File: config.mk
export PLATFORM = sky130hd
export DESIGN_NAME = tcw_ctrl
export DESIGN_NICKNAME = d
export VERILOG_FILES = /design/src/rtl/tcw_pkg.sv /design/src/rtl/tcw_ctrl.sv
export SDC_FILE = /design/constraint.sdc
export NUM_CORES = 1
export LEC_CHECK = 0
export ABC_CLOCK_PERIOD_IN_PS = 1350
export BUFFER_PORTS_ARGS = -buffer_cell sky130_fd_sc_hd__buf_2
export CORE_AREA = 2 2 39 41
export DETAILED_ROUTE_END_ITERATION = 7
export DIE_AREA = 0 0 41 43
export PLACE_DENSITY = 0.63
export SLEW_MARGIN = 20
export SYNTH_ARGS = -nofsm -noshare
export SYNTH_HDL_FRONTEND = slang
export SYNTH_SLANG_ARGS = --single-unit
File: constraint.sdc
create_clock -name i_clk -period 1.35 [get_ports i_clk]
set_input_delay 0.135 -clock i_clk [delete_from_list [all_inputs] [get_ports i_clk]]
set_output_delay 0.135 -clock i_clk [all_outputs]
set_load 0.01 [all_outputs]
File: src/rtl/tcw_pkg.sv
package tcw_pkg;

    typedef enum logic [1:0] {
        OP_APPEND = 2'd0,
        OP_CLEAR  = 2'd1,
        OP_READ   = 2'd2,
        OP_SET    = 2'd3
    } t_op;

    localparam logic [7:0] NEWLINE_CODE = 8'd10;
    localparam logic [7:0] FILL_COLOR   = 8'h02;

    typedef struct packed {
        logic [1:0] op;
        logic [7:0] char_code;
        logic [7:0] color;
        logic [4:0] target_row;
        logic [6:0] target_col;
    } t_in;

    typedef struct packed {
        logic [4:0] cursor_row;
        logic [6:0] cursor_col;
        logic       scrolled;
        logic [7:0] cell_char;
        logic [7:0] cell_color;
    } t_out;

    // controller to datapath
    typedef struct packed {
        logic accept;
        logic ptr_inc;
        logic ptr_clr;
        logic prime;
        logic copy;
        logic fill;
        logic clear_wr;
        logic clear_top;
        logic cap_cell;
        logic load_out;
    } t_cmd;

    // datapath to controller
    typedef struct packed {
        logic is_clear;
        logic is_read;
        logic need_scroll;
        logic ptr_copy_last;
        logic ptr_last;
        logic out_free;
    } t_sts;

endpackage

File: src/rtl/tcw_ctrl.sv
module tcw_ctrl (
    input  logic          i_clk,
    input  logic          i_rst_n,
    input  logic          i_in_valid,
    output logic          o_in_ready,
    input  tcw_pkg::t_sts i_sts,
    output tcw_pkg::t_cmd o_cmd
);

    typedef enum logic [2:0] {
        S_INIT,
        S_IDLE,
        S_READ,
        S_PRIME,
        S_COPY,
        S_FILL,
        S_CLEAR,
        S_DONE
    } t_state;

    t_state        r_state;
    t_state        n_state;
    logic          r_ready;
    tcw_pkg::t_cmd n_cmd;

    always_comb begin
        n_state = r_state;
        n_cmd   = '0;
        case (r_state)
            S_INIT, S_CLEAR: begin
                n_cmd.clear_wr  = 1'b1;
                n_cmd.clear_top = (r_state == S_CLEAR);
                if (i_sts.ptr_last) begin
                    n_cmd.ptr_clr = 1'b1;
                    n_state       = (r_state == S_CLEAR) ? S_DONE : S_IDLE;
                end else begin
                    n_cmd.ptr_inc = 1'b1;
                end
            end
            S_IDLE: begin
                if (i_in_valid && r_ready) begin
                    n_cmd.accept = 1'b1;
                    if (i_sts.is_clear) begin
                        n_state = S_CLEAR;
                    end else if (i_sts.is_read) begin
                        n_state = S_READ;
                    end else if (i_sts.need_scroll) begin
                        n_state = S_PRIME;
                    end else begin
                        n_state = S_DONE;
                    end
                end
            end
            S_READ: begin
                n_cmd.cap_cell = 1'b1;
                n_state        = S_DONE;
            end
            S_PRIME: begin
                n_cmd.prime = 1'b1;
                n_state     = S_COPY;
            end
            S_COPY: begin
                n_cmd.copy    = 1'b1;
                n_cmd.ptr_inc = 1'b1;
                if (i_sts.ptr_copy_last) begin
                    n_state = S_FILL;
                end
            end
            S_FILL: begin
                n_cmd.fill = 1'b1;
                if (i_sts.ptr_last) begin
                    n_cmd.ptr_clr = 1'b1;
                    n_state       = S_DONE;
                end else begin
                    n_cmd.ptr_inc = 1'b1;
                end
            end
            S_DONE: begin
                if (i_sts.out_free) begin
                    n_cmd.load_out = 1'b1;
                    n_state        = S_IDLE;
                end
            end
            default: begin
                n_state = S_INIT;
            end
        endcase
    end

    always_ff @(posedge i_clk) begin
        if (!i_rst_n) begin
            r_state <= S_INIT;
            r_ready <= 1'b0;
        end else begin
            r_state <= n_state;
            r_ready <= (n_state == S_IDLE);
        end
    end

    assign o_in_ready = r_ready;
    assign o_cmd      = n_cmd;

endmodule

### Word-level counts from Yosys, hierarchy flattened

Index checks and enable logic that the tools add are counted.

* eq/ne operators: 8
* multiplexer cells: 23
* reductions and logical operators: 4

Operators by type and width (number)
* two-way mux 3 bit: 9
* one-hot mux 3 bit (7 select lines): 1
* equality test 3 bit (second input constant): 4
* two-way mux 1 bit: 11
* equality test 3 x 1 -> 1 bit (second input constant): 2
* equality test 3 x 2 -> 1 bit (second input constant): 2
* zero test 3 bit: 1
* OR reduction 3 bit: 1
* two-way mux 2 bit: 1
* one-hot mux 1 bit (2 select lines): 1
* OR reduction 2 bit: 1
* logical AND 1 bit: 1

* register bits: 4
* input port bits: 9
* output and inout bits: 11

### Logic depth before layout (Yosys ltp)

Gate-level depths: netlist of the first run.

* depth after elaboration: 6
* depth in mapped cells: 4
* depth with buffers taken out: 3

### Worst setup path after synthesis of the first run

OpenSTA, ideal clock, no wires.

* kind: reg2out
* from: register r_state[2]
* to: output port o_cmd[8] in the netlist's numbering
* arrival time: 1.011 ns
* data required time: 1.215 ns
* path slack: 0.204 ns
* cell stages (with the launch flop): 5
* buffers on the path: 1
* path through: dfxtp_1 > buf_6 > inv_2 > maj3_2 > o22ai_1

RTL lines
* start: declaration: line tcw_ctrl.sv:21 `t_state r_state;`
* start signal: assignment: line tcw_ctrl.sv:95 `r_state <= n_state;`
* end: declaration: line tcw_ctrl.sv:7 `output tcw_pkg::t_cmd o_cmd`

==> metrics.txt, run 1 <==
status=finished, violations left; sw frac=0.323; vias in the first global route=374; antenna violations before repair=0; area grow syn2layout=64.8%; full die area=1760 um2; max cap viols=0; total grt overflow=0; via density per instance=4.76; critical path type=flop to output pin; Final Cycle Share=1.00; combinational share of power=0.429; area of the multi-input gates=253 um2; Reg clk slew, reported paths=around 0.04 ns; # DRC=0; number of synthesized register bits=4; clock buffer depth=2; H-Tree Depth=1; critical path required time=1.22 ns; First-pass DRT Iterations=2; n_diodes=0; P_leak=0.000282 uW; worst-margin pin slew=0.350 ns; Yosys cell types=26; Final Util=0.428; Final Hold Fails=0; Layout Nets=83; Setup Skew=0.00119 ns; WL/cell=roughly 11 um; # fillers=roughly 150; Final Worst Setup Slack=-0.00387 ns; root buf cell=clkbuf_4; total negative slack=-0.00387 ns; startpoint types=flop; IO Pins=20; routed via count=419; largest net degree at the start of global routing=13; Core Rows=14; Synthesized Nets=51; clk sink count=4; Clk pwr share=0.279; Post-Syn Area=approximately 360 um2; syn_area_per_cell=around 8.5 um2; number of CTS-inserted buffers=3; YS warnings=0; Final Power=531 uW; register area share after synthesis=0.223; failing checks=negative setup slack; top-area cell type share of the netlist area=0.223; Worst VDD drop=0.459 mV; Clock Latency Late Sink=0.23 ns; initial core utilization=0.259; worst flop-to-flop path endpoint=o_in_ready; Final Cell Area=roughly 600 um2; Tmin final=1.35 ns; R2R setup slack=0.10 ns; Synth area leader=dfxtp_1; I/O Buffers=19; ANT nets after route=0; TritonCTS clock tree=built; die height=43 um; Worst setup EP type=output pin; GR Util All Layers=0.128; CP arrival=1.22 ns; worst r2r path cells=5; register area=88.8 um2; final setup violation count=1; fraction of layout cells with a size suffix above 1=0.681; CORE AREA=roughly 1400 um2; first-pass GRT wire length=1490 um; Synth area leaders=dfxtp_1, buf_6, nor2_1, nand3_4, xor2_2; Cells after Synth=42; Placer Congestion=0.720; Inst Count DP=78; commonest non-fill, non-tap cell in the layout=buf_2; WHS Endpoint=r_state[2]; slew margin rel.=0.765; RR Startpoint=r_state[2]; Layout Cells excl Fill=88; register share of total power=0.292; worst hold path type=input pin to flop; power per cell area=between 800 and 900 nW/um2; Int Pwr=360 uW; DR iter-0 viols=1; Die Wd=about 41 um; final WL=958 um; RSZ-0062 raised after global routing=true; hold path start=i_rst_n; worst-path fanout max=5; hold depth=2; Slew Viols, Final=0; Fmax=~740 MHz; DP Area=470 um2; Psw=between 150 and 200 uW; commonest non-fill, non-tap cells in the layout=buf_2, buf_4, nor2_1, nor3_1, clkbuf_4
[layer usage]
layer	GRT usage	vias to the layer above	wire (um)
met4	0.0600	0	0
li1	-	211	-
met2	0.209	4	568
met5	0	-	0
met1	0.135	204	367
met3	0.0471	0	23
[critical path, cell delays in order (launching register included)]
cell	delay [ns]
dfxtp_4	0.38
buf_12	0.11
xor2_2	0.16
nor2_2	0.05
o21a_1	0.16
buf_2	0.13
[kinds of logic after synthesis]
logic type | share of synthesized area
adder cells (fa/ha/maj) | 0.0314
AND/OR/NAND/NOR | 0.366
flip-flops | 0.223
AO/OA/AOI/OAI | 0.220
buffers and inverters | 0.115
XOR/XNOR | 0.0453
[how the worst max path moves through the flow]
stage,from,end,slack [ns]
global route,r_state[2],o_cmd[7],-0.08
floorplan,r_state[2],o_cmd[8],0.20
CTS,r_state[2],o_cmd[7],-0.03
global placement,r_state[1],o_cmd[7],0.08
detailed placement,r_state[2],r_state[0],0.05
finish,r_state[2],o_cmd[7],-0.004
[area by class of cell]
cell class	instances	share of cell area
tap	16	0.0338
inverter	2	0.0127
clock buffer	3	0.0381
timing repair buffer	30	0.338
sequential	4	0.150
multi-input combinational	33	0.427
[timing repair]
item | 4_1_cts | 5_1_grt
setup endpoints to repair | 5 | 5
hold buffers | 0 | 0
pin swaps | 6 | 3
resized for setup | 8 | 4
setup buffers | 5 | 2
endpoints found under the hold margin | 0 | 0
[through the flow]
step | hold slack, ns | setup slack [ns]
after floorplan | 0.253 | 0.204
after global placement | 0.368 | 0.0766
after detailed placement | 0.373 | 0.0489
after CTS | 0.128 | -0.0281
after global routing | 0.143 | -0.0812
final | 0.142 | -0.00387
[power groups by stage]
stage               Clock (uW)  Combinational, uW  Sequential (uW)
floorplan                    0                125              149
global placement             0                171              157
detailed placement           0                173              158
CTS                        154                217              155
global route               170                248              157
finish                     148                228              155
[cell usage after synthesis (all sizes together)]
| cell type | count |
|---|---|
| nor2 | 7 |
| dfxtp | 4 |
| buf | 3 |
| nor3 | 3 |
| a21oi | 2 |
| inv | 2 |
| nand2b | 2 |
| nor4 | 2 |
| o21a | 2 |
| a21boi | 1 |
| and3 | 1 |
| and3b | 1 |
| and4 | 1 |
| maj3 | 1 |
| nand3 | 1 |
| nor2b | 1 |
| o211ai | 1 |
| o21ai | 1 |
| o21ba | 1 |
| o22ai | 1 |
| o31a | 1 |
| o31ai | 1 |
| or2b | 1 |
| xor2 | 1 |
[state kept, by name (all words and copies together), names as in the netlist]
name,cells
o_in_ready,1
r_state,3
Power figures use the tool's default switching activity.
==> inputs of run 2 (changes only) <==
--- a/config.mk
+++ b/config.mk
@@ -5,12 +5,13 @@
 export SDC_FILE = /design/constraint.sdc
 export NUM_CORES = 1
 export LEC_CHECK = 0
+export ABC_AREA = 1
 export ABC_CLOCK_PERIOD_IN_PS = 1350
 export BUFFER_PORTS_ARGS = -buffer_cell sky130_fd_sc_hd__buf_2
 export CORE_AREA = 2 2 39 41
 export DETAILED_ROUTE_END_ITERATION = 7
 export DIE_AREA = 0 0 41 43
-export PLACE_DENSITY = 0.63
+export PLACE_DENSITY = 0.6
 export SLEW_MARGIN = 20
 export SYNTH_ARGS = -nofsm -noshare
 export SYNTH_HDL_FRONTEND = slang
==> run 2 against run 1 <==
Net effect: the flow now finishes without violations; maximum frequency grew 7.3%; highest routed layer unchanged; critical path depth is 1 higher; non-clock buffer count shrank 11.
==> metrics.txt, run 2 <==
CORE AREA=1380 um2; Worst VDD drop=0.360 mV; largest net degree at the start of global routing=11; Reg clk slew, reported paths=0.04 ns; RSZ-0062 raised after global routing=true; register area share after synthesis=0.254; Layout Nets=89; clk sink count=4; Most flops, register=r_state; Die Wd=41 um; P_leak=0.000294 uW; syn_area_per_cell=roughly 5.5 um2; initial core utilization=0.228; critical path required time=1.22 ns; slowest cell on the critical path=dfxtp_4; largest stage delay on the critical path=0.37 ns; # DRC=0; clock buffer depth=2; commonest non-fill, non-tap cells in the layout=buf_2, nor2_1, inv_1, nand2_1, nand3_1; die height=43 um; Async SR Flop Fraction=0; root buf cell=clkbuf_4; Post-Syn Area=315 um2; Cells after Synth=57; DP Area=between 400 and 500 um2; Synth area leaders=dfxtp_1, nor2_1, inv_1, nand3_1, nand2_1; vias in the first global route=roughly 400; Layout Cells excl Fill=94; Final Hold Fails=0; critical path's top delay family=flip-flops; Crit path top cell by count=inv_2; IO Pins=20; crit path cell chain=inv_2 -> nand3_1 -> inv_2 -> o21ai_1 -> nand2_1 -> buf_2; Yosys cell types=15; Placer Congestion=0.765; Core Rows=14; First-pass DRT Iterations=3; worst-path fanout max=7; startpoint types=flop; Worst setup EP type=output pin; commonest non-fill, non-tap cell in the layout=buf_2; final WL=826 um; WL/cell=8.79 um; n_diodes=0; first-pass GRT wire length=1300 um; worst-margin pin slew=0.256 ns; routed via count=approximately 400; total negative slack=0 ns; antenna violations before repair=0; status=completed; Setup Buffers After CTS=0; Synth area leader=dfxtp_1; Final Power=between 400 and 500 uW; R2R setup slack=0.23 ns; max cap viols=0; top-area cell type share of the netlist area=0.254; GR Util All Layers=0.107; full die area=1760 um2; Final Cell Area=between 400 and 500 um2; worst hold path type=input pin to flop; Inst Count DP=91; Post-synth EDFFs=0; TritonCTS clock tree=built; Synthesized Nets=66; synth cell count leaders=nor2_1, inv_1, nand2_1, nand3_1, o21ai_0; Clock Latency Late Sink=0.23 ns; Tmin final=1.26 ns; via density per instance=around 4.3; DR iter-0 viols=1; fraction of layout cells with a size suffix above 1=0.410; Final Cycle Share=0.934; critical path type=flop to output pin; number of CTS-inserted buffers=3; most frequent cell after synthesis=nor2_1; Buf+Inv Stages, Crit Path=3; Largest register FFs=3; Primary FF master, synth=dfxtp_1; ANT nets after route=0; DPL Wire Length=around 660 um; I/O Buffers=19; total grt overflow=0; YS warnings=0; area grow syn2layout=47.2%; CP arrival=1.13 ns; H-Tree Depth=1; Slew Viols, Final=0; number of synthesized register bits=4; Setup Skew=between 0.004 and 0.005 ns; slew margin rel.=0.828; final setup violation count=0; Fmax=793 MHz; power per cell area=~1000 nW/um2
==> run 2: cells by family (layout without fill, tap and decap cells) <==
kind of cell,Yosys count,in the layout,synth area share
AO/OA/AOI/OAI,7,7,0.119
flip-flops,4,4,0.254
buffers and inverters,14,35,0.179
AND/OR/NAND/NOR,32,32,0.448
==> run 2: power by group <==
part	internal [uW]	switching [uW]	leakage (uW)
registers	135	20.2	0.0000350
clock network	99.4	47.7	0.0000138
logic	64.2	89.1	0.000245
==> run 2: final timing paths <==
| path | start | end | cells after the start |
|---|---|---|---|
| worst max-delay path | r_state[1] | o_cmd[8] | 6 |
| worst min-delay path | i_rst_n | r_state[2] | 3 |
| worst max register to register | r_state[1] | o_in_ready | 5 |
| worst min register to register | r_state[1] | r_state[2] | 4 |
==> run 2: area by class of cell <==
class	instances	area (um2)
repair buffers	19	95.1
inverters	13	48.8
fillers	176	920
multi-input cells	39	186
well taps	16	20.0
flip-flops and latches	4	91.3
clock buffers	3	22.5
==> run 2: worst min-delay path, delay by kind of cell <==
kind	cells	cell delay [ns]
buffers and inverters	2	0.13
and+or+nand+nor	1	0.09
==> run 2: timing repair <==
action / CTS / global route
hold buffers: 0 / 0
endpoints found under the setup margin: 4 / 3
gates resized for setup: 4 / 8
endpoints found under the hold margin: 0 / 0
pin swaps: 0 / 1
==> run 2: metal layers <==
layer	wire [um]	vias to the layer above	GRT usage
met5	0	-	0
met4	0	0	0.0933
met3	39	0	0.0157
met2	453	7	0.175
met1	333	174	0.109
li1	-	220	-
==> run 2: stage by stage <==
stage,hold slack (ns),setup slack [ns],utilization
after detailed placement,0.397,0.169,0.306
after CTS,0.147,0.0161,0.326
final,0.152,0.0886,0.335
after global placement,0.393,0.131,0.306
after floorplan,0.286,0.310,-
after global routing,0.187,-0.00677,0.335
